$ cat src/hw/rtl/assert_macros.svh
// Assertion helpers for the RTL that carries checks.
`ifndef ASSERT_MACROS_SVH
`define ASSERT_MACROS_SVH

// Implication checked every cycle outside of reset.
`define KF_ASSERT_IMP(lbl, ante, cons, msg) \
  lbl: assert property (@(posedge clk_i) disable iff (!rst_ni) (ante) |-> (cons)) \
    else $error(msg);

// Implication whose consequent is checked in the cycle after the antecedent.
`define KF_ASSERT_NXT(lbl, ante, cons, msg) \
  lbl: assert property (@(posedge clk_i) disable iff (!rst_ni) (ante) |=> (cons)) \
    else $error(msg);

`endif

$ cat src/hw/rtl/kfcv_pkg.sv
package kfcv_pkg;

  // Q16.16 in 32 bits
  localparam int DW = 32;
  localparam int FB = 16;

  typedef logic signed [DW-1:0] data_t;

  localparam data_t DMAX = {1'b0, {(DW-1){1'b1}}};
  localparam data_t DMIN = {1'b1, {(DW-1){1'b0}}};

  // Request codes
  typedef enum logic [1:0] {
    REQ_INIT = 2'd0,
    REQ_PRED = 2'd1,
    REQ_UPD  = 2'd2
  } req_e;

  // Configuration register indexes
  localparam logic [2:0] CFG_MNXX = 3'd0;
  localparam logic [2:0] CFG_MNXY = 3'd1;
  localparam logic [2:0] CFG_MNYY = 3'd2;
  localparam logic [2:0] CFG_ACCX = 3'd3;
  localparam logic [2:0] CFG_ACCY = 3'd4;
  localparam logic [2:0] CFG_IVP  = 3'd5;
  localparam logic [2:0] CFG_IVV  = 3'd6;

  typedef struct packed {
    logic [1:0]         req_type;
    logic [30:0]        dt;
    logic signed [31:0] pos_x;
    logic signed [31:0] pos_y;
    logic signed [31:0] vel_x;
    logic signed [31:0] vel_y;
  } kf_in_t;

  typedef struct packed {
    logic signed [31:0] est_pos_x;
    logic signed [31:0] est_pos_y;
    logic signed [31:0] est_vel_x;
    logic signed [31:0] est_vel_y;
    logic               singular;
    logic               saturated;
  } kf_out_t;

  // Micro-operations of the shared unit
  typedef enum logic [3:0] {
    OP_MOV  = 4'd0,
    OP_ADD  = 4'd1,
    OP_SUB  = 4'd2,
    OP_MUL  = 4'd3,
    OP_DIV  = 4'd4,
    OP_SHR1 = 4'd5,
    OP_SHR2 = 4'd6,
    OP_BZ   = 4'd7,
    OP_END  = 4'd8
  } op_e;

  typedef logic [6:0] addr_t;

  typedef struct packed {
    op_e   op;
    addr_t dst;
    addr_t a;
    addr_t b;
  } instr_t;

  // Operand space: bit 6 clear is the scratch memory, set is a fixed source
  localparam int MEM_DEPTH = 64;
  localparam int A_ST   = 0;
  localparam int A_COV  = 4;
  localparam int A_T1   = 20;
  localparam int A_T2   = 21;
  localparam int A_T3   = 22;
  localparam int A_Y0   = 23;
  localparam int A_Y1   = 24;
  localparam int A_S00  = 25;
  localparam int A_S01  = 26;
  localparam int A_S10  = 27;
  localparam int A_S11  = 28;
  localparam int A_DET  = 29;
  localparam int A_SI   = 30;
  localparam int A_K    = 34;
  localparam int A_NP   = 42;
  localparam int A_DT2  = 50;
  localparam int A_DT3  = 51;
  localparam int A_DT4  = 52;
  localparam int A_D44  = 53;
  localparam int A_D32  = 54;
  localparam int A_ZERO = 64;
  localparam int A_DT   = 65;
  localparam int A_PX   = 66;
  localparam int A_PY   = 67;
  localparam int A_VX   = 68;
  localparam int A_VY   = 69;
  localparam int A_R0   = 70;
  localparam int A_RXY  = 71;
  localparam int A_R2   = 72;
  localparam int A_AX   = 73;
  localparam int A_AY   = 74;
  localparam int A_IVP  = 75;
  localparam int A_IVV  = 76;

  // Program entry points
  localparam int PROG_DEPTH = 256;
  localparam logic [7:0] PC_INIT = 8'd0;
  localparam logic [7:0] PC_PRED = 8'd24;
  localparam logic [7:0] PC_UPD  = 8'd96;
  localparam logic [7:0] PC_NOP  = 8'd255;

  typedef instr_t [PROG_DEPTH-1:0] prog_t;

  // Divider handshake
  typedef struct packed {
    logic  start;
    data_t a;
    data_t b;
  } div_req_t;

  typedef struct packed {
    logic  done;
    data_t q;
    logic  sat;
  } div_rsp_t;

  function automatic instr_t mk(op_e op, int dst, int a, int b);
    instr_t r;
    r.op  = op;
    r.dst = addr_t'(dst);
    r.a   = addr_t'(a);
    r.b   = addr_t'(b);
    return r;
  endfunction

  // Microcode for init, predict and update
  function automatic prog_t build_prog();
    prog_t p;
    int n;
    int i;
    int j;
    int k;
    int src;
    int dst;
    int nz;
    int bs;
    for (i = 0; i < PROG_DEPTH; i++) p[i] = mk(OP_END, 0, 0, 0);

    // init: load state, diagonal covariance
    n = int'(PC_INIT);
    for (i = 0; i < 4; i++) begin
      p[n] = mk(OP_MOV, A_ST + i, A_PX + i, A_ZERO); n = n + 1;
    end
    for (i = 0; i < 16; i++) begin
      if (i == 0 || i == 5) src = A_IVP;
      else if (i == 10 || i == 15) src = A_IVV;
      else src = A_ZERO;
      p[n] = mk(OP_MOV, A_COV + i, src, A_ZERO); n = n + 1;
    end

    // predict: x = F x
    n = int'(PC_PRED);
    for (i = 0; i < 2; i++) begin
      p[n] = mk(OP_MUL, A_T1, A_DT, A_ST + 2 + i); n = n + 1;
      p[n] = mk(OP_ADD, A_ST + i, A_ST + i, A_T1); n = n + 1;
    end
    // F P
    for (i = 0; i < 4; i++) begin
      p[n] = mk(OP_MUL, A_T1, A_DT, A_COV + 8 + i); n = n + 1;
      p[n] = mk(OP_ADD, A_COV + i, A_COV + i, A_T1); n = n + 1;
      p[n] = mk(OP_MUL, A_T1, A_DT, A_COV + 12 + i); n = n + 1;
      p[n] = mk(OP_ADD, A_COV + 4 + i, A_COV + 4 + i, A_T1); n = n + 1;
    end
    // (F P) F'
    for (i = 0; i < 4; i++) begin
      p[n] = mk(OP_MUL, A_T1, A_COV + i*4 + 2, A_DT); n = n + 1;
      p[n] = mk(OP_ADD, A_COV + i*4, A_COV + i*4, A_T1); n = n + 1;
      p[n] = mk(OP_MUL, A_T1, A_COV + i*4 + 3, A_DT); n = n + 1;
      p[n] = mk(OP_ADD, A_COV + i*4 + 1, A_COV + i*4 + 1, A_T1); n = n + 1;
    end
    // powers of dt
    p[n] = mk(OP_MUL, A_DT2, A_DT, A_DT); n = n + 1;
    p[n] = mk(OP_MUL, A_DT3, A_DT2, A_DT); n = n + 1;
    p[n] = mk(OP_MUL, A_DT4, A_DT3, A_DT); n = n + 1;
    p[n] = mk(OP_SHR2, A_D44, A_DT4, A_ZERO); n = n + 1;
    p[n] = mk(OP_SHR1, A_D32, A_DT3, A_ZERO); n = n + 1;
    // + Q, one axis at a time
    for (k = 0; k < 2; k++) begin
      nz = (k == 0) ? A_AX : A_AY;
      bs = A_COV + ((k == 0) ? 0 : 5);
      p[n] = mk(OP_MUL, A_T1, nz, A_D44); n = n + 1;
      p[n] = mk(OP_ADD, bs, bs, A_T1); n = n + 1;
      p[n] = mk(OP_MUL, A_T1, nz, A_D32); n = n + 1;
      p[n] = mk(OP_ADD, bs + 2, bs + 2, A_T1); n = n + 1;
      p[n] = mk(OP_MUL, A_T1, nz, A_D32); n = n + 1;
      p[n] = mk(OP_ADD, bs + 8, bs + 8, A_T1); n = n + 1;
      p[n] = mk(OP_MUL, A_T1, nz, A_DT2); n = n + 1;
      p[n] = mk(OP_ADD, bs + 10, bs + 10, A_T1); n = n + 1;
    end

    // update: innovation and S
    n = int'(PC_UPD);
    p[n] = mk(OP_SUB, A_Y0, A_PX, A_ST); n = n + 1;
    p[n] = mk(OP_SUB, A_Y1, A_PY, A_ST + 1); n = n + 1;
    p[n] = mk(OP_ADD, A_S00, A_COV, A_R0); n = n + 1;
    p[n] = mk(OP_ADD, A_S01, A_COV + 1, A_RXY); n = n + 1;
    p[n] = mk(OP_ADD, A_S10, A_COV + 4, A_RXY); n = n + 1;
    p[n] = mk(OP_ADD, A_S11, A_COV + 5, A_R2); n = n + 1;
    p[n] = mk(OP_MUL, A_T1, A_S00, A_S11); n = n + 1;
    p[n] = mk(OP_MUL, A_T2, A_S01, A_S10); n = n + 1;
    p[n] = mk(OP_SUB, A_DET, A_T1, A_T2); n = n + 1;
    p[n] = mk(OP_BZ, 0, A_DET, A_ZERO); n = n + 1;
    // inverse of S
    p[n] = mk(OP_DIV, A_SI, A_S11, A_DET); n = n + 1;
    p[n] = mk(OP_SUB, A_T1, A_ZERO, A_S01); n = n + 1;
    p[n] = mk(OP_DIV, A_SI + 1, A_T1, A_DET); n = n + 1;
    p[n] = mk(OP_SUB, A_T1, A_ZERO, A_S10); n = n + 1;
    p[n] = mk(OP_DIV, A_SI + 2, A_T1, A_DET); n = n + 1;
    p[n] = mk(OP_DIV, A_SI + 3, A_S00, A_DET); n = n + 1;
    // gain K = P H' S^-1
    for (i = 0; i < 4; i++) begin
      for (j = 0; j < 2; j++) begin
        p[n] = mk(OP_MUL, A_T1, A_COV + i*4, A_SI + j); n = n + 1;
        p[n] = mk(OP_MUL, A_T2, A_COV + i*4 + 1, A_SI + 2 + j); n = n + 1;
        p[n] = mk(OP_ADD, A_K + i*2 + j, A_T1, A_T2); n = n + 1;
      end
    end
    // state correction
    for (i = 0; i < 4; i++) begin
      p[n] = mk(OP_MUL, A_T1, A_K + i*2, A_Y0); n = n + 1;
      p[n] = mk(OP_MUL, A_T2, A_K + i*2 + 1, A_Y1); n = n + 1;
      p[n] = mk(OP_ADD, A_T3, A_T1, A_T2); n = n + 1;
      p[n] = mk(OP_ADD, A_ST + i, A_ST + i, A_T3); n = n + 1;
    end
    // covariance: rows 2,3 in place, rows 0,1 staged since later rows read them
    for (k = 0; k < 4; k++) begin
      i = (k + 2) % 4;
      for (j = 0; j < 4; j++) begin
        dst = (i >= 2) ? (A_COV + i*4 + j) : (A_NP + i*4 + j);
        p[n] = mk(OP_MUL, A_T1, A_K + i*2, A_COV + j); n = n + 1;
        p[n] = mk(OP_MUL, A_T2, A_K + i*2 + 1, A_COV + 4 + j); n = n + 1;
        p[n] = mk(OP_ADD, A_T3, A_T1, A_T2); n = n + 1;
        p[n] = mk(OP_SUB, dst, A_COV + i*4 + j, A_T3); n = n + 1;
      end
    end
    for (i = 0; i < 8; i++) begin
      p[n] = mk(OP_MOV, A_COV + i, A_NP + i, A_ZERO); n = n + 1;
    end
    return p;
  endfunction

  localparam prog_t PROG = build_prog();

endpackage

$ cat src/hw/rtl/kfcv_alu.sv
module kfcv_alu import kfcv_pkg::*; (
  input  op_e   op_i,
  input  data_t a_i,
  input  data_t b_i,
  output data_t res_o,
  output logic  sat_o
);

  localparam int PW = 2 * DW;
  localparam int SW = PW - FB;

  logic signed [PW-1:0] prod;
  logic signed [PW-1:0] prod_r;
  logic signed [SW-1:0] prod_s;
  logic signed [DW:0]   sum;
  logic signed [DW:0]   dif;
  logic                 prod_fit;

  // full product, round half up at the binary point
  always_comb begin
    prod     = PW'(a_i) * PW'(b_i);
    prod_r   = prod + (PW'(1) <<< (FB - 1));
    prod_s   = prod_r[PW-1:FB];
    prod_fit = (&prod_s[SW-1:DW-1]) | ~(|prod_s[SW-1:DW-1]);
    sum      = (DW+1)'(a_i) + (DW+1)'(b_i);
    dif      = (DW+1)'(a_i) - (DW+1)'(b_i);
  end

  // result select with clamping
  always_comb begin
    res_o = a_i;
    sat_o = 1'b0;
    case (op_i)
      OP_ADD: begin
        if (sum[DW] != sum[DW-1]) begin
          sat_o = 1'b1;
          res_o = sum[DW] ? DMIN : DMAX;
        end else begin
          res_o = sum[DW-1:0];
        end
      end
      OP_SUB: begin
        if (dif[DW] != dif[DW-1]) begin
          sat_o = 1'b1;
          res_o = dif[DW] ? DMIN : DMAX;
        end else begin
          res_o = dif[DW-1:0];
        end
      end
      OP_MUL: begin
        if (!prod_fit) begin
          sat_o = 1'b1;
          res_o = prod_s[SW-1] ? DMIN : DMAX;
        end else begin
          res_o = prod_s[DW-1:0];
        end
      end
      OP_SHR1: res_o = a_i >>> 1;
      OP_SHR2: res_o = a_i >>> 2;
      default: res_o = a_i;
    endcase
  end

endmodule

$ cat config.mk
export PLATFORM = sky130hd
export DESIGN_NAME = kfcv_alu
export DESIGN_NICKNAME = d
export VERILOG_FILES = /design/src/hw/rtl/assert_macros.svh /design/src/hw/rtl/kfcv_pkg.sv /design/src/hw/rtl/kfcv_alu.sv
export SDC_FILE = /design/constraint.sdc
export NUM_CORES = 2
export LEC_CHECK = 0
export ABC_CLOCK_PERIOD_IN_PS = 17450
export BUFFER_PORTS_ARGS = -buffer_cell sky130_fd_sc_hd__buf_2
export CAP_MARGIN = 15
export CELL_PAD_IN_SITES_DETAIL_PLACEMENT = 1
export CELL_PAD_IN_SITES_GLOBAL_PLACEMENT = 2
export CORE_ASPECT_RATIO = 0.5
export CORE_MARGIN = 10
export CORE_UTILIZATION = 39
export DETAILED_ROUTE_END_ITERATION = 8
export MAX_ROUTING_LAYER = met4
export PLACE_DENSITY_LB_ADDON = 0.08
export RECOVER_POWER = 25
export SYNTH_ARGS = -nofsm -noshare
export SYNTH_HDL_FRONTEND = slang
export SYNTH_SLANG_ARGS = --single-unit
$ cat constraint.sdc
create_clock -name vclk -period 17.45
set_input_delay 2.6175 -clock vclk [all_inputs]
set_output_delay 2.6175 -clock vclk [all_outputs]
set_load 0.02 [all_outputs]
Yosys cells after proc, flatten, opt, wreduce, memory -nomap -nowiden. Index checks and enable logic that the tools add are counted.

Register bits: 0. Bits in latches: 0. RAM bits: 0. Bits in read-only memories: 0. Input bits: 68. Output and inout port bits: 33. Logic and storage cells: 26. Memories: 0.

Add/sub/neg operators: 3. Multiply operators: 1. Div/mod/pow operators: 0. $lt $le $gt $ge: 0. Equality and inequality tests: 7. Shifts and indexed selects: 0. Muxes and demuxes: 11. Bitwise operators: 2. Reduce and logical (&&, ||, !) cells: 2.

Operator list (count): two-way mux 32 bit (6); case mux 32 bit (5 select lines) (1); adder 64 x 17 -> 64 bit, second input constant (1); multiplier 32 x 32 -> 64 bit (1); adder 32 x 32 -> 33 bit (1); subtractor 32 x 32 -> 33 bit (1); AND reduction 17 bit (1); OR reduction 17 bit (1); == test 4 x 2 -> 1 bit, second input constant (2); == test 4 x 3 -> 1 bit, second input constant (2); == test 4 x 1 -> 1 bit, second input constant (1); two-way mux 1 bit (3); case mux 1 bit (3 select lines) (1); != test 1 bit (2); NOT 1 bit (1); OR 1 bit (1).

Depth between registers and ports, before layout.
Word-level depth: 7. Depth in mapped cells: 34. Mapped depth without buffers: 28.

Worst setup path after synthesis. No wires, ideal clock.

Kind: in2out. From: input port a_i[31]. To: output port res_o[25]. Arrival time: 12106 ps. Required time: 14832 ps. Path slack: 2726 ps. Cell stages on the path: 31. Buffers on the path: 5. Cell sequence: clkbuf_1 > inv_1 > buf_1 > nor2_1 > fa_1 > fa_1 > fa_1 > inv_1 > fa_1 > inv_1 > fa_1 > fa_1 > inv_1 > fa_1 > inv_1 > fa_1 > ha_1 > clkbuf_1 > a21oi_1 > o21ai_0 > a221oi_1 > a211oi_1 > a211oi_1 > nand2_1 > xnor2_1 > or4b_1 > nor4_1 > nor2_1 > buf_2 > buf_2 > a211oi_1.

Longest elaborated chain between the ends: 7. Elaborated cells on any way between the ends: 17. Those cells by class: add/sub: 3; mul: 1; eq/ne: 2; mux: 7; bitwise: 2; reduce/logical: 2.

Ends and longest elaborated chain: start, declared (RTL line kfcv_alu.sv:3) `input data_t a_i,`; multiplier 32 x 32 -> 64 bit (RTL line kfcv_alu.sv:21) `prod = PW'(a_i) * PW'(b_i);`; adder 64 x 17 -> 64 bit (RTL line kfcv_alu.sv:22) `prod_r = prod + (PW'(1) <<< (FB - 1));`; OR reduction 17 bit (RTL line kfcv_alu.sv:24) `prod_fit = (&prod_s[SW-1:DW-1]) | ~(|prod_s[SW-1:DW-1]);`; NOT 1 bit (RTL line kfcv_alu.sv:24); OR 1 bit (RTL line kfcv_alu.sv:24); two-way mux 32 bit (RTL line kfcv_alu.sv:51) `if (!prod_fit) begin`; case mux 32 bit (5 select lines) (*) (RTL line kfcv_alu.sv:33) `case (op_i)`; end, declared (RTL line kfcv_alu.sv:5) `output data_t res_o,`.

Mark *: on every way between the ends. The rest lies on a longest branch, timed or not.

Worst setup path after layout.
From: input port b_i[5]. To: output port res_o[18].

Longest elaborated chain between the ends: 7. Elaborated cells on any way between the ends: 17. Those cells by class: add/sub: 3; mul: 1; eq/ne: 2; mux: 7; bitwise: 2; reduce/logical: 2.

Ends and longest elaborated chain: start, declared (RTL line kfcv_alu.sv:4) `input data_t b_i,`; multiplier 32 x 32 -> 64 bit (RTL line kfcv_alu.sv:21); adder 64 x 17 -> 64 bit (RTL line kfcv_alu.sv:22); OR reduction 17 bit (RTL line kfcv_alu.sv:24); NOT 1 bit (RTL line kfcv_alu.sv:24); OR 1 bit (RTL line kfcv_alu.sv:24); two-way mux 32 bit (RTL line kfcv_alu.sv:51); case mux 32 bit (5 select lines) (*) (RTL line kfcv_alu.sv:33).

Marked as above.

==> impl_results.md <==
- Status: finished, final reports clean
- Detailed placement HPWL: 141,000 µm
- CP top delay family: adder cells
- Worst path slowest cell: fa_1
- 1st-pass router iterations: 7
- Ys Warns: 0
- Layout cells sized above 1: 4.69%
- Most frequent cells in the layout: fa_1, inv_1, nand2_1
- Critical Path Stages: 30
- Final core occ: 41.3%
- Synthesized-area fraction occupied by adder cells: 59.1%
- Initial Utilization: 39.5%
- Via Count: 33,400
- DRC Markers: 0
- Die Span X: 483 µm
- Critical path endpoint: res_o[18]
- Commonest non-fill, non-tap cell in the layout: fa_1
- Hold_ws: 5.76 ns
- Post-DRT Antenna Nets: 0
- Routed wire per std cell: 27.2 µm
- CP peak stage delay: 0.64 ns
- IO buf count: 101
- Sequential area share after synthesis: 0%
- Vias/cell: 5.48
- RSZ-0062 raised after global routing: false
- Slew HR: 17.9%
- Vias in the first global route: 37,800
- Critical Path End Type: output pin
- Worst slew pin tran: 1.22 ns
- CORE AREA: 106,000 µm²
- Setup TNS: 0 ns
- Initial antenna violation count: 10
- Min-Delay Path Class: in -> out
- Die height: 252 µm
- Placed instance count: 6,084
- Cell Rows: 84
- Max Slew Vio Count: 0
- Tcrit/Tclk final: 94.9%
- Area of the mapped netlist: 41,800 µm²
- Iteration-0 DRC Markers: 1,896
- Die ar.: 121,000 µm²
- Synthesized instance count: 4,772
- Final setup fails: 0
- Post-synthesis mux area share: 0.0479%
- Compound-cell area share of the yosys netlist: 8.97%
- Max Clock Freq: 60.4 MHz
- Post-CTS Resized: 0
- FILL cells: 12,400
- Crit path DAT: 13.94 ns
- Syn avg cell area: 8.76 µm²
- Sequential cell area: 0 µm²
- Largest family of logic cells by synthesized area: adder cells
- GPL Wtd Cong: 0.942
- Crit path launch type: input pin
- Synth unique cells: 91
- Crit path from: b_i[5]
- Max cap viols: 0
- Worst path most repeated cell: fa_1
- Worst Path Buf+Inv: 9
- Critical Path RT: 14.83 ns
- Crit Path Max Fanout: 32
- Post-Synth XOR/XNOR Area: 2.14%
- Clock buffer cells: 0
- Num ports: 101
- Simple logic cell fraction of the synthesized area: 18.0%
- Area grow syn2layout: 4.42%
- Post-synth net total: 6,166
- Final min period: 16.56 ns
- Hold Fails Final Rpt: 0
- Largest net degree at the start of global routing: 37
- FF+latch count: 0
- Congestion Overflow GR: 0
- Nets: 6,063
- Hold_buf cts: 0
- Gr usage total: 28.0%
- Critical path class: in -> out
- First-pass GRT wire length: 251,000 µm
- Finished Layout Cells: 6,090
- Final Routed Wirelength: 166,000 µm
- Post-CTS setup buffer count: 0
how the worst min path moves through the flow:
stage | from | endpoint | slack, ns | cells past startpoint
after global routing | op_i[0] | sat_o | 5.80 | 3
after CTS | op_i[0] | sat_o | 5.73 | 3
after floorplan | a_i[1] | res_o[1] | 5.41 | 2
after global placement | op_i[0] | sat_o | 5.72 | 3
final | a_i[9] | res_o[9] | 5.76 | 4
after detailed placement | op_i[0] | sat_o | 5.74 | 3
final cells by class:
type / count / area (µm²) / share of cell area (%)
Multi-Input combinational cell: 3479 / 37000 / 84.7
Inverter: 1004 / 3770 / 8.63
Tap cell: 1419 / 1780 / 4.07
Timing Repair Buffer: 184 / 1120 / 2.57
Antenna cell: 4 / 10.0 / 0.0229
synth_stat cells, types with 15 or more instances:
cell type / number / area [µm²]
a31oi_1: 54 / 338
a21oi_1: 148 / 741
fa_1: 1084 / 21700
a21o_1: 25 / 188
xor2_1: 24 / 210
o211ai_1: 18 / 135
o21a_1: 27 / 203
nor3_1: 62 / 310
and3_1: 16 / 100
o21ai_0: 75 / 375
nand4_1: 26 / 163
ha_1: 242 / 3030
nor2b_1: 15 / 93.8
nand3_1: 35 / 175
a221oi_1: 28 / 245
a211oi_1: 26 / 195
nand2b_1: 21 / 131
nor4_1: 36 / 225
and2_1: 471 / 2950
buf_2: 21 / 105
clkbuf_1: 258 / 968
xnor2_1: 73 / 639
inv_1: 1002 / 3760
a221o_1: 28 / 280
nand2_1: 568 / 2130
nor2_1: 193 / 724
stage by stage:
stage / worst slack [ns] / cell area [µm²]
floorplan: 2.73 / 41800
global placement: 1.38 / 43600
detailed placement: 1.03 / 43600
CTS: 0.982 / 43600
global route: 0.162 / 43700
finish: 0.893 / 43700
routing by layer:
metal	up-vias	global-route usage [%]	part of all wire [%]
met3	123	2.41	4.3
li1	14300	-	-
met4	0	3.65	1.5
met1	18200	39.0	47
met2	749	45.9	47
met5	-	-	0
worst min-delay path, stage by stage:
cell,delay [ns]
buf_2,0.19
nor2_1,0.13
a221oi_1,0.05
buf_2,0.16
logic make-up after synthesis:
kind of cell	count (synthesis)
xor+xnor	99
mux	2
fa+ha+maj	1326
compound gates	544
buf+inv	1293
simple gates	1508
