**src/hw/rtl/assert_macros.svh**
```systemverilog
// Assertion helpers for the RTL that carries checks.
`ifndef ASSERT_MACROS_SVH
`define ASSERT_MACROS_SVH

// Implication checked every cycle outside of reset.
`define KF_ASSERT_IMP(lbl, ante, cons, msg) \
  lbl: assert property (@(posedge clk_i) disable iff (!rst_ni) (ante) |-> (cons)) \
    else $error(msg);

// Implication whose consequent is checked in the cycle after the antecedent.
`define KF_ASSERT_NXT(lbl, ante, cons, msg) \
  lbl: assert property (@(posedge clk_i) disable iff (!rst_ni) (ante) |=> (cons)) \
    else $error(msg);

`endif

```
**src/hw/rtl/kfcv_pkg.sv**
```systemverilog
package kfcv_pkg;

  // Q16.16 in 32 bits
  localparam int DW = 32;
  localparam int FB = 16;

  typedef logic signed [DW-1:0] data_t;

  localparam data_t DMAX = {1'b0, {(DW-1){1'b1}}};
  localparam data_t DMIN = {1'b1, {(DW-1){1'b0}}};

  // Request codes
  typedef enum logic [1:0] {
    REQ_INIT = 2'd0,
    REQ_PRED = 2'd1,
    REQ_UPD  = 2'd2
  } req_e;

  // Configuration register indexes
  localparam logic [2:0] CFG_MNXX = 3'd0;
  localparam logic [2:0] CFG_MNXY = 3'd1;
  localparam logic [2:0] CFG_MNYY = 3'd2;
  localparam logic [2:0] CFG_ACCX = 3'd3;
  localparam logic [2:0] CFG_ACCY = 3'd4;
  localparam logic [2:0] CFG_IVP  = 3'd5;
  localparam logic [2:0] CFG_IVV  = 3'd6;

  typedef struct packed {
    logic [1:0]         req_type;
    logic [30:0]        dt;
    logic signed [31:0] pos_x;
    logic signed [31:0] pos_y;
    logic signed [31:0] vel_x;
    logic signed [31:0] vel_y;
  } kf_in_t;

  typedef struct packed {
    logic signed [31:0] est_pos_x;
    logic signed [31:0] est_pos_y;
    logic signed [31:0] est_vel_x;
    logic signed [31:0] est_vel_y;
    logic               singular;
    logic               saturated;
  } kf_out_t;

  // Micro-operations of the shared unit
  typedef enum logic [3:0] {
    OP_MOV  = 4'd0,
    OP_ADD  = 4'd1,
    OP_SUB  = 4'd2,
    OP_MUL  = 4'd3,
    OP_DIV  = 4'd4,
    OP_SHR1 = 4'd5,
    OP_SHR2 = 4'd6,
    OP_BZ   = 4'd7,
    OP_END  = 4'd8
  } op_e;

  typedef logic [6:0] addr_t;

  typedef struct packed {
    op_e   op;
    addr_t dst;
    addr_t a;
    addr_t b;
  } instr_t;

  // Operand space: bit 6 clear is the scratch memory, set is a fixed source
  localparam int MEM_DEPTH = 64;
  localparam int A_ST   = 0;
  localparam int A_COV  = 4;
  localparam int A_T1   = 20;
  localparam int A_T2   = 21;
  localparam int A_T3   = 22;
  localparam int A_Y0   = 23;
  localparam int A_Y1   = 24;
  localparam int A_S00  = 25;
  localparam int A_S01  = 26;
  localparam int A_S10  = 27;
  localparam int A_S11  = 28;
  localparam int A_DET  = 29;
  localparam int A_SI   = 30;
  localparam int A_K    = 34;
  localparam int A_NP   = 42;
  localparam int A_DT2  = 50;
  localparam int A_DT3  = 51;
  localparam int A_DT4  = 52;
  localparam int A_D44  = 53;
  localparam int A_D32  = 54;
  localparam int A_ZERO = 64;
  localparam int A_DT   = 65;
  localparam int A_PX   = 66;
  localparam int A_PY   = 67;
  localparam int A_VX   = 68;
  localparam int A_VY   = 69;
  localparam int A_R0   = 70;
  localparam int A_RXY  = 71;
  localparam int A_R2   = 72;
  localparam int A_AX   = 73;
  localparam int A_AY   = 74;
  localparam int A_IVP  = 75;
  localparam int A_IVV  = 76;

  // Program entry points
  localparam int PROG_DEPTH = 256;
  localparam logic [7:0] PC_INIT = 8'd0;
  localparam logic [7:0] PC_PRED = 8'd24;
  localparam logic [7:0] PC_UPD  = 8'd96;
  localparam logic [7:0] PC_NOP  = 8'd255;

  typedef instr_t [PROG_DEPTH-1:0] prog_t;

  // Divider handshake
  typedef struct packed {
    logic  start;
    data_t a;
    data_t b;
  } div_req_t;

  typedef struct packed {
    logic  done;
    data_t q;
    logic  sat;
  } div_rsp_t;

  function automatic instr_t mk(op_e op, int dst, int a, int b);
    instr_t r;
    r.op  = op;
    r.dst = addr_t'(dst);
    r.a   = addr_t'(a);
    r.b   = addr_t'(b);
    return r;
  endfunction

  // Microcode for init, predict and update
  function automatic prog_t build_prog();
    prog_t p;
    int n;
    int i;
    int j;
    int k;
    int src;
    int dst;
    int nz;
    int bs;
    for (i = 0; i < PROG_DEPTH; i++) p[i] = mk(OP_END, 0, 0, 0);

    // init: load state, diagonal covariance
    n = int'(PC_INIT);
    for (i = 0; i < 4; i++) begin
      p[n] = mk(OP_MOV, A_ST + i, A_PX + i, A_ZERO); n = n + 1;
    end
    for (i = 0; i < 16; i++) begin
      if (i == 0 || i == 5) src = A_IVP;
      else if (i == 10 || i == 15) src = A_IVV;
      else src = A_ZERO;
      p[n] = mk(OP_MOV, A_COV + i, src, A_ZERO); n = n + 1;
    end

    // predict: x = F x
    n = int'(PC_PRED);
    for (i = 0; i < 2; i++) begin
      p[n] = mk(OP_MUL, A_T1, A_DT, A_ST + 2 + i); n = n + 1;
      p[n] = mk(OP_ADD, A_ST + i, A_ST + i, A_T1); n = n + 1;
    end
    // F P
    for (i = 0; i < 4; i++) begin
      p[n] = mk(OP_MUL, A_T1, A_DT, A_COV + 8 + i); n = n + 1;
      p[n] = mk(OP_ADD, A_COV + i, A_COV + i, A_T1); n = n + 1;
      p[n] = mk(OP_MUL, A_T1, A_DT, A_COV + 12 + i); n = n + 1;
      p[n] = mk(OP_ADD, A_COV + 4 + i, A_COV + 4 + i, A_T1); n = n + 1;
    end
    // (F P) F'
    for (i = 0; i < 4; i++) begin
      p[n] = mk(OP_MUL, A_T1, A_COV + i*4 + 2, A_DT); n = n + 1;
      p[n] = mk(OP_ADD, A_COV + i*4, A_COV + i*4, A_T1); n = n + 1;
      p[n] = mk(OP_MUL, A_T1, A_COV + i*4 + 3, A_DT); n = n + 1;
      p[n] = mk(OP_ADD, A_COV + i*4 + 1, A_COV + i*4 + 1, A_T1); n = n + 1;
    end
    // powers of dt
    p[n] = mk(OP_MUL, A_DT2, A_DT, A_DT); n = n + 1;
    p[n] = mk(OP_MUL, A_DT3, A_DT2, A_DT); n = n + 1;
    p[n] = mk(OP_MUL, A_DT4, A_DT3, A_DT); n = n + 1;
    p[n] = mk(OP_SHR2, A_D44, A_DT4, A_ZERO); n = n + 1;
    p[n] = mk(OP_SHR1, A_D32, A_DT3, A_ZERO); n = n + 1;
    // + Q, one axis at a time
    for (k = 0; k < 2; k++) begin
      nz = (k == 0) ? A_AX : A_AY;
      bs = A_COV + ((k == 0) ? 0 : 5);
      p[n] = mk(OP_MUL, A_T1, nz, A_D44); n = n + 1;
      p[n] = mk(OP_ADD, bs, bs, A_T1); n = n + 1;
      p[n] = mk(OP_MUL, A_T1, nz, A_D32); n = n + 1;
      p[n] = mk(OP_ADD, bs + 2, bs + 2, A_T1); n = n + 1;
      p[n] = mk(OP_MUL, A_T1, nz, A_D32); n = n + 1;
      p[n] = mk(OP_ADD, bs + 8, bs + 8, A_T1); n = n + 1;
      p[n] = mk(OP_MUL, A_T1, nz, A_DT2); n = n + 1;
      p[n] = mk(OP_ADD, bs + 10, bs + 10, A_T1); n = n + 1;
    end

    // update: innovation and S
    n = int'(PC_UPD);
    p[n] = mk(OP_SUB, A_Y0, A_PX, A_ST); n = n + 1;
    p[n] = mk(OP_SUB, A_Y1, A_PY, A_ST + 1); n = n + 1;
    p[n] = mk(OP_ADD, A_S00, A_COV, A_R0); n = n + 1;
    p[n] = mk(OP_ADD, A_S01, A_COV + 1, A_RXY); n = n + 1;
    p[n] = mk(OP_ADD, A_S10, A_COV + 4, A_RXY); n = n + 1;
    p[n] = mk(OP_ADD, A_S11, A_COV + 5, A_R2); n = n + 1;
    p[n] = mk(OP_MUL, A_T1, A_S00, A_S11); n = n + 1;
    p[n] = mk(OP_MUL, A_T2, A_S01, A_S10); n = n + 1;
    p[n] = mk(OP_SUB, A_DET, A_T1, A_T2); n = n + 1;
    p[n] = mk(OP_BZ, 0, A_DET, A_ZERO); n = n + 1;
    // inverse of S
    p[n] = mk(OP_DIV, A_SI, A_S11, A_DET); n = n + 1;
    p[n] = mk(OP_SUB, A_T1, A_ZERO, A_S01); n = n + 1;
    p[n] = mk(OP_DIV, A_SI + 1, A_T1, A_DET); n = n + 1;
    p[n] = mk(OP_SUB, A_T1, A_ZERO, A_S10); n = n + 1;
    p[n] = mk(OP_DIV, A_SI + 2, A_T1, A_DET); n = n + 1;
    p[n] = mk(OP_DIV, A_SI + 3, A_S00, A_DET); n = n + 1;
    // gain K = P H' S^-1
    for (i = 0; i < 4; i++) begin
      for (j = 0; j < 2; j++) begin
        p[n] = mk(OP_MUL, A_T1, A_COV + i*4, A_SI + j); n = n + 1;
        p[n] = mk(OP_MUL, A_T2, A_COV + i*4 + 1, A_SI + 2 + j); n = n + 1;
        p[n] = mk(OP_ADD, A_K + i*2 + j, A_T1, A_T2); n = n + 1;
      end
    end
    // state correction
    for (i = 0; i < 4; i++) begin
      p[n] = mk(OP_MUL, A_T1, A_K + i*2, A_Y0); n = n + 1;
      p[n] = mk(OP_MUL, A_T2, A_K + i*2 + 1, A_Y1); n = n + 1;
      p[n] = mk(OP_ADD, A_T3, A_T1, A_T2); n = n + 1;
      p[n] = mk(OP_ADD, A_ST + i, A_ST + i, A_T3); n = n + 1;
    end
    // covariance: rows 2,3 in place, rows 0,1 staged since later rows read them
    for (k = 0; k < 4; k++) begin
      i = (k + 2) % 4;
      for (j = 0; j < 4; j++) begin
        dst = (i >= 2) ? (A_COV + i*4 + j) : (A_NP + i*4 + j);
        p[n] = mk(OP_MUL, A_T1, A_K + i*2, A_COV + j); n = n + 1;
        p[n] = mk(OP_MUL, A_T2, A_K + i*2 + 1, A_COV + 4 + j); n = n + 1;
        p[n] = mk(OP_ADD, A_T3, A_T1, A_T2); n = n + 1;
        p[n] = mk(OP_SUB, dst, A_COV + i*4 + j, A_T3); n = n + 1;
      end
    end
    for (i = 0; i < 8; i++) begin
      p[n] = mk(OP_MOV, A_COV + i, A_NP + i, A_ZERO); n = n + 1;
    end
    return p;
  endfunction

  localparam prog_t PROG = build_prog();

endpackage

```
**src/hw/rtl/kfcv_div.sv**
```systemverilog
module kfcv_div import kfcv_pkg::*; (
  input  logic     clk_i,
  input  logic     rst_ni,
  input  div_req_t req_i,
  output div_rsp_t rsp_o
);

  localparam int NW = DW + FB;
  localparam int CW = $clog2(NW + 1);
  localparam logic [NW-1:0] LIM_P = NW'(DMAX);
  localparam logic [NW-1:0] LIM_N = LIM_P + NW'(1);

  logic          busy_q;
  logic          done_q;
  logic [CW-1:0] cnt_q;
  logic [DW-1:0] rem_q;
  logic [NW-1:0] quo_q;
  logic [DW-1:0] den_q;
  logic          neg_q;

  logic [DW-1:0] mag_a;
  logic [DW-1:0] mag_b;
  logic [DW:0]   trial;
  logic          ge;
  logic [DW:0]   rem_d;
  logic [NW-1:0] qneg;
  logic          big;

  // restoring step, one quotient bit per cycle
  always_comb begin
    mag_a = req_i.a[DW-1] ? DW'(-req_i.a) : DW'(req_i.a);
    mag_b = req_i.b[DW-1] ? DW'(-req_i.b) : DW'(req_i.b);
    trial = {rem_q, quo_q[NW-1]};
    ge    = trial >= {1'b0, den_q};
    rem_d = ge ? (trial - {1'b0, den_q}) : trial;
  end

  always_ff @(posedge clk_i or negedge rst_ni) begin
    if (!rst_ni) begin
      busy_q <= 1'b0;
      done_q <= 1'b0;
      cnt_q  <= '0;
    end else begin
      done_q <= 1'b0;
      if (req_i.start) begin
        busy_q <= 1'b1;
        cnt_q  <= CW'(NW);
      end else if (busy_q) begin
        cnt_q <= cnt_q - CW'(1);
        if (cnt_q == CW'(1)) begin
          busy_q <= 1'b0;
          done_q <= 1'b1;
        end
      end
    end
  end

  always_ff @(posedge clk_i) begin
    if (req_i.start) begin
      rem_q <= '0;
      quo_q <= {mag_a, FB'(0)};
      den_q <= mag_b;
      neg_q <= req_i.a[DW-1] ^ req_i.b[DW-1];
    end else if (busy_q) begin
      rem_q <= rem_d[DW-1:0];
      quo_q <= {quo_q[NW-2:0], ge};
    end
  end

  // sign and clamp of the quotient
  always_comb begin
    qneg      = -quo_q;
    big       = neg_q ? (quo_q > LIM_N) : (quo_q > LIM_P);
    rsp_o.done = done_q;
    rsp_o.sat  = big;
    if (big) rsp_o.q = neg_q ? DMIN : DMAX;
    else     rsp_o.q = neg_q ? qneg[DW-1:0] : quo_q[DW-1:0];
  end

endmodule

```
**config.mk**
```make
export PLATFORM = sky130hd
export DESIGN_NAME = kfcv_div
export DESIGN_NICKNAME = d
export VERILOG_FILES = /design/src/hw/rtl/assert_macros.svh /design/src/hw/rtl/kfcv_pkg.sv /design/src/hw/rtl/kfcv_div.sv
export SDC_FILE = /design/constraint.sdc
export NUM_CORES = 1
export LEC_CHECK = 0
export BUFFER_PORTS_ARGS = -buffer_cell sky130_fd_sc_hd__buf_2
export CAP_MARGIN = 30
export CORE_MARGIN = 2
export CORE_UTILIZATION = 45
export CTS_BUF_LIST = sky130_fd_sc_hd__clkbuf_4
export CTS_CLUSTER_DIAMETER = 150
export DETAILED_ROUTE_END_ITERATION = 12
export MAX_ROUTING_LAYER = met4
export PLACE_DENSITY = 0.64
export SETUP_SLACK_MARGIN = 0.2
export SLEW_MARGIN = 5
export SYNTH_ARGS = -nofsm -noshare
export SYNTH_HDL_FRONTEND = slang
export SYNTH_SLANG_ARGS = --single-unit
```
**constraint.sdc**
```tcl
create_clock -name clk_i -period 9.19 [get_ports clk_i]
set_clock_uncertainty 0.15 [all_clocks]
set_input_delay 1.838 -clock clk_i [delete_from_list [all_inputs] [get_ports clk_i]]
set_output_delay 1.838 -clock clk_i [all_outputs]
set_load 0.01 [all_outputs]
```
; ---- Yosys cells after proc, flatten, opt, wreduce, memory -nomap -nowiden
; Index checks and enable logic that the tools add are counted.
[classes]
eq_ne = 1
addsub = 5
reduce_logical = 1
n_lt_le_gt_ge = 3
bitwise_logic = 1
muxes = 17
[ops]
columns = op, n
row1 = $mux W32, 5
row2 = $mux W48, 2
row3 = $neg A32 Y32, 3
row4 = $gt A48 B31 Y1 const B, 1
row5 = $gt A48 B32 Y1 const B, 1
row6 = $ge A33 B32 Y1, 1
row7 = $sub A32 B32 Y32, 1
row8 = $mux W31, 1
row9 = $mux W6, 2
row10 = $mux W1, 7
row11 = $eq A6 B1 Y1 const B, 1
row12 = $sub A6 B1 Y6 const B, 1
row13 = $reduce_bool A2 Y1, 1
row14 = $xor A1 B1 Y1, 1
[totals]
out_inout_bits = 34
wordCells = 37
regBits = 121

; ---- Longest topological paths before layout
; Gate-level depths: netlist of run 1.
[depth]
ltp_word = 4
mapped_depth = 13

; ---- Worst setup path after synthesis of run 1
; Ideal clock, no wire load.
[synth_path]
path_kind = register to output
startpoint = register quo_q[2]
endpoint = output rsp_o[31] (netlist name)
path_buffers = 1
t_arrival_ns = 2.707
path_slack_ns = 4.495
path_stages_with_launch = 11
cell_sequence = dfxtp_1 clkbuf_1 nor3_1 nand4b_1 or3_1 or4_4 or2_2 or4_1 o21ai_0 nand2_1 nand3_1
[synth_lines]
columns = item, line_no
row1 = "start, declared", kfcv_div.sv:17  ; logic [NW-1:0] quo_q;
row2 = "start signal, assigned", kfcv_div.sv:61  ; quo_q <= {mag_a, FB'(0)};
row3 = "start signal, assigned", kfcv_div.sv:66  ; quo_q <= {quo_q[NW-2:0], ge};
row4 = "end, declared", kfcv_div.sv:5  ; output div_rsp_t rsp_o

==> results of run 1 <==
-- per-layer routing --
layer  routed length (um)  vias up
met4                  174        0
met3                  868       14
met2                 8370      186
met5                    0        -
li1                     -     3660
met1                 9790     3283
-- logic make-up (layout without fill, tap and decap cells) --
family	after synthesis	count (layout)	synth area share
adder cells (fa/ha/maj)	38	38	0.0561
AND/OR/NAND/NOR	273	273	0.163
flip-flops	121	121	0.362
other	0	1	0
XOR/XNOR	118	118	0.120
multiplexers	38	38	0.0444
AO/OA/AOI/OAI	268	268	0.209
buffers and inverters	100	189	0.0448
-- critical path: stages (launching register included) --
cell	delay (ns)
dfxtp_1	0.39
nor4_1	0.31
nand4b_1	0.22
or3_1	0.45
or4_4	0.46
nor2_1	0.11
nand3_1	0.08
a21o_1	0.43
o21ai_0	0.26
o31a_1	0.16
buf_2	0.12
-- power by group --
group          internal (mW)  leakage (nW)  switching, mW
sequential             0.651          1.16         0.0592
clock                  0.221         0.166          0.227
combinational          0.292          2.72          0.367
-- flip-flops by register name, summed over array words and instances, names as in the netlist --
signal  count
cnt_q       6
neg_q       1
den_q      32
rem_q      32
busy_q      1
quo_q      48
done_q      1
-- synth_stat cells (3+ instances only) --
cell type  number
nor2b_1         7
and4_1          3
o21bai_1        5
xnor2_1        80
mux2i_1        37
o41ai_1         8
o211ai_1        4
xor2_1         38
or2_2           6
nor2_1         73
dfxtp_1        48
o31ai_1        25
a311oi_1        3
nor3_1         11
nand3_1        13
nand3b_1        3
and2_1          4
or3_1          13
nand4b_1        4
dfrtp_1         8
nand2_1        72
o21ai_1         3
buf_1           3
o21a_1          5
or4_1          10
clkbuf_1       44
inv_1          49
ha_1           37
a32oi_1         6
nor4_1         11
edfxtp_1       65
nand4_1        10
a21oi_1        32
a211oi_1       28
or4_4           3
nand2b_1       14
a22o_1         31
a21o_1         19
o21ai_0        85
nor4b_1         3
and3_1          4
-- final cells by class --
class | instances | area (um2) | area share
Timing Repair Buffer | 108 | 563 | 0.0587
Tap cell | 234 | 293 | 0.0305
Clock buffer | 18 | 135 | 0.0141
Clock inverter | 14 | 195 | 0.0203
Sequential cell | 121 | 3110 | 0.325
Multi-Input combinational cell | 735 | 5110 | 0.532
Antenna cell | 1 | 2.50 | 0.000261
Inverter | 49 | 184 | 0.0192
-- stage by stage --
step,cell area (um2),hold WS [ns]
final,9600,0.343
after global routing,9600,0.375
after CTS,9590,0.342
after detailed placement,9260,0.307
after global placement,9260,0.318
after floorplan,8600,0.288
-- worst min-delay path by stage --
stage | startpoint | end | slack, ns | depth (start not counted)
after global routing | rem_q[12] | rem_q[12] | 0.37 | 2
after detailed placement | rem_q[31] | rem_q[31] | 0.31 | 2
final | rem_q[31] | rem_q[31] | 0.34 | 2
after global placement | rem_q[31] | rem_q[31] | 0.32 | 2
after floorplan | rem_q[31] | rem_q[31] | 0.29 | 2
after CTS | rem_q[31] | rem_q[31] | 0.34 | 2
-- placed cells by master (no fill, tap or decap), types with 13 or more instances in the layout --
| cell | instances |
|---|---|
| a211oi_1 | 28 |
| a21o_1 | 19 |
| a21oi_1 | 32 |
| a22o_1 | 31 |
| buf_2 | 99 |
| clkbuf_4 | 18 |
| dfxtp_1 | 48 |
| edfxtp_1 | 65 |
| ha_1 | 37 |
| inv_1 | 49 |
| mux2i_1 | 37 |
| nand2_1 | 72 |
| nand2b_1 | 14 |
| nand3_1 | 13 |
| nor2_1 | 73 |
| o21ai_0 | 85 |
| o31ai_1 | 25 |
| or3_1 | 13 |
| xnor2_1 | 80 |
| xor2_1 | 38 |
==> results.json, run 1 <==
{
  "synth_top_area_cell": "edfxtp_1",
  "clock-root-buffer": "clkbuf_4",
  "dp_cells": 1247,
  "syn_inst": 956,
  "slew_violations": 0,
  "drive_above_1_share": 0.154,
  "drc": 0,
  "clock_sinks": 121,
  "rrSetupSlack_ns": 5.15,
  "crit_path_start_kind": "flip-flop",
  "fin_nets": 1137,
  "num_rows": 50,
  "p_per_area_nw_per_um2": 189,
  "place.detailed.hpwl_mm": 13.9,
  "setup_violations": 0,
  "reg2reg_depth": 11,
  "htree_levels": 4,
  "start_util": 0.460,
  "cts_buffer_depth": 2,
  "clkLatencyLatePin_ns": 0.54,
  "grt_overflow": 0,
  "routed_via_density": 5.58,
  "ys_seq_elements": 121,
  "endpoint_kind": "output pin",
  "endpoint": "rsp_o[2]",
  "finalWorstSetupSlack_ns": 3.69,
  "critPathMaxFanout": 32,
  "die_area_um2": 20200,
  "reg2reg_from": "den_q[3]",
  "cap_viol_max_count": 0,
  "area_growth_pct": 11.6,
  "syn_area_um2": 8600,
  "p_leak_nw": 4.04,
  "drt_iter0_markers": 523,
  "die_w_um": 142,
  "use_met3": 0.0363,
  "fin_util": 0.513,
  "dp_slack_ns": 4.27,
  "grt_antenna_before_repair": 1,
  "numCtsBuffers": 17,
  "place.gp.congestion": 0.884,
  "ctsHoldBuffers": 0,
  "critPathKind": "flip-flop to output pin",
  "portBuffers": 100,
  "totalWireLength_mm": 19.2,
  "core_area_um2": 18700,
  "cts_setup_buffers": 0,
  "ys_types": 61,
  "synth_top_area_frac": 0.227,
  "synth-edff-count": 65,
  "rsz0062_at_grt": "no",
  "syn_area_per_cell_um2": 9.00,
  "dr_total_vias": 7143,
  "outcome": "completed",
  "grtUsageTotal": 0.200,
  "yosysWarnings": 0,
  "clkSlewWorstSetupHoldPaths_ns": 0.12,
  "maxSlewHeadroom": 0.333,
  "reg2reg_to": "rem_q[0]",
  "grt-busiest-layer": "met2",
  "tightest_slew_ns": 0.996,
  "first_global_vias": 6451,
  "cts_tree": "done",
  "max_freq_mhz": 182,
  "ant_nets": 0,
  "vdd_drop_max_mv": 0.0898,
  "final-hold-violation-count": 0,
  "fin_crit_ns": 5.50,
  "drtPass1Iterations": 7,
  "syn_nets": 1061,
  "synth_ff_type": "edfxtp_1",
  "synth-async-reset-ratio": 0.0661,
  "finalNonFillerCells": 1280,
  "tns_ns": 0,
  "arrival_ns": 3.51,
  "die_y_um": 142,
  "grtUsageMet1": 0.282,
  "final.fill_count": 1752,
  "required_ns": 7.20,
  "finalPower_mw": 1.82,
  "period_share": 0.598,
  "post_cts_resized": 0,
  "wl_per_cell_um": 15.0,
  "worstSetupStartpoint": "quo_q[6]",
  "grtUsageMet2": 0.303,
  "grt_first_pass_wirelength_mm": 32.0,
  "yosysSeqAreaShare": 0.362,
  "boundaryPins": 101,
  "hold_class": "flip-flop to flip-flop",
  "grt_max_degree": 84,
  "synth_area_leaders": "edfxtp_1 23%, dfxtp_1 11%, xnor2_1 8.1%, ha_1 5.4%, o21ai_0 4.9%"
}
Note: power is estimated with default switching activity, not from simulation.
==> run 2: changes to the inputs <==
Settings changed: PLACE_DENSITY 0.64 to 0.67.
Clock period 9.19 ns to 4.4 ns, I/O delays scaled along.
==> results.json, run 2 (synthesized netlist as in run 1, its figures left out) <==
{
  "setup_violations": 0,
  "area_growth_pct": 13.4,
  "clkSlewWorstSetupHoldPaths_ns": 0.11,
  "clkLatencyLatePin_ns": 0.51,
  "tns_ns": 0,
  "vdd_drop_max_mv": 0.179,
  "clock_sinks": 121,
  "holdPathStages": 2,
  "htree_levels": 4,
  "place.detailed.hpwl_mm": 14.0,
  "drc": 0,
  "period_share": 0.973,
  "final.fill_count": 1733,
  "final_common_cell": "buf_2",
  "critPathMaxFanout": 3,
  "p_per_area_nw_per_um2": 377,
  "num_rows": 50,
  "boundaryPins": 101,
  "maxSlewHeadroom": 0.511,
  "hold_class": "flip-flop to flip-flop",
  "slew_violations": 0,
  "grt_max_degree": 63,
  "place.gp.congestion": 0.906,
  "grtUsageTotal": 0.199,
  "critPathKind": "flip-flop to output pin",
  "largest-register": "quo_q",
  "drt_iter0_markers": 486,
  "die_y_um": 142,
  "cap_viol_max_count": 0,
  "wl_per_cell_um": 14.7,
  "reg2reg_depth": 13,
  "finalWorstSetupSlack_ns": 0.120,
  "endpoint_kind": "output pin",
  "required_ns": 3.37,
  "first_global_vias": 6529,
  "clock-root-buffer": "clkbuf_4",
  "rsz0062_at_grt": "yes",
  "grt_first_pass_wirelength_mm": 31.9,
  "die_w_um": 142,
  "grt_antenna_before_repair": 1,
  "final-hold-violation-count": 0,
  "crit_path_start_kind": "flip-flop",
  "finalPower_mw": 3.68,
  "fin_crit_ns": 4.28,
  "drtPass1Iterations": 5,
  "outcome": "completed",
  "final_cell_mix": "99 x buf_2, 80 x xnor2_1, 80 x o21ai_0",
  "arrival_ns": 3.25,
  "ant_nets": 0,
  "grt_overflow": 0,
  "largest_reg_flops": 48,
  "rrSetupSlack_ns": 0.99,
  "fin_nets": 1153,
  "portBuffers": 100,
  "die_area_um2": 20200,
  "dp_slack_ns": 0.415,
  "start_util": 0.460,
  "dr_total_vias": 7216,
  "drive_above_1_share": 0.181,
  "reg_top3": "quo_q: 48 flops, den_q: 32 flops, rem_q: 32 flops",
  "core_area_um2": 18700,
  "cts_buffer_depth": 2,
  "tightest_slew_ns": 0.734,
  "p_leak_nw": 4.12,
  "routed_via_density": 5.57,
  "max_freq_mhz": 234,
  "numCtsBuffers": 17,
  "totalWireLength_mm": 19.1,
  "cts_tree": "done"
}
-- run 2: repair_timing --
item                                    in CTS  in global routing
gates resized for setup                     17                 11
hold buffers                                 1                  0
endpoints found under the setup margin      33                 33
pin swaps                                    2                  3
hold endpoints to repair                     8                  0
setup buffers                                7                  3
-- run 2: per-layer routing --
metal  global-route usage  share of wire
met1                0.277           0.51
met5                    -              0
met2                0.299           0.44
met3               0.0387          0.041
met4               0.0495          0.011
-- run 2: stage by stage --
step                instances  instance area, um2  hold slack (ns)   util
finish                   1296                9760            0.344  0.522
global route             1296                9760            0.344  0.522
CTS                      1291                9690            0.347  0.518
detailed placement       1251                9310            0.316  0.498
global placement         1251                9310            0.312  0.498
floorplan                 956                8600            0.288      -
-- run 2: cell type report --
class | count | area, um2 | area share
multi-input cells | 735 | 5170 | 0.530
clock inverters | 15 | 153 | 0.0156
well taps | 234 | 293 | 0.0300
inverters | 49 | 184 | 0.0189
flip-flops and latches | 121 | 3130 | 0.320
clock buffers | 17 | 128 | 0.0131
repair buffers | 124 | 702 | 0.0719
diodes | 1 | 2.50 | 0.000256
-- run 2: power breakdown --
group | switching [mW] | total (mW) | internal, mW
Clock | 0.449 | 0.785 | 0.336
Combinational | 0.760 | 1.41 | 0.646
Sequential | 0.131 | 1.49 | 1.36
-- run 2: critical path, cell delays in order (launching register included) --
cell	delay, ns
dfxtp_2	0.34
or4_4	0.53
or3_4	0.38
or4_4	0.44
or2_4	0.25
or4_4	0.43
o21ai_2	0.12
nand2_1	0.06
nand3_1	0.07
buf_2	0.14
-- run 2: worst paths after layout --
kind | start | endpoint
max | quo_q[15] | rsp_o[31]
min | rem_q[12] | rem_q[12]
max reg2reg | den_q[1] | rem_q[9]
min reg2reg | rem_q[12] | rem_q[12]
max in group asynchronous | rst_ni | busy_q
min in group asynchronous | rst_ni | done_q
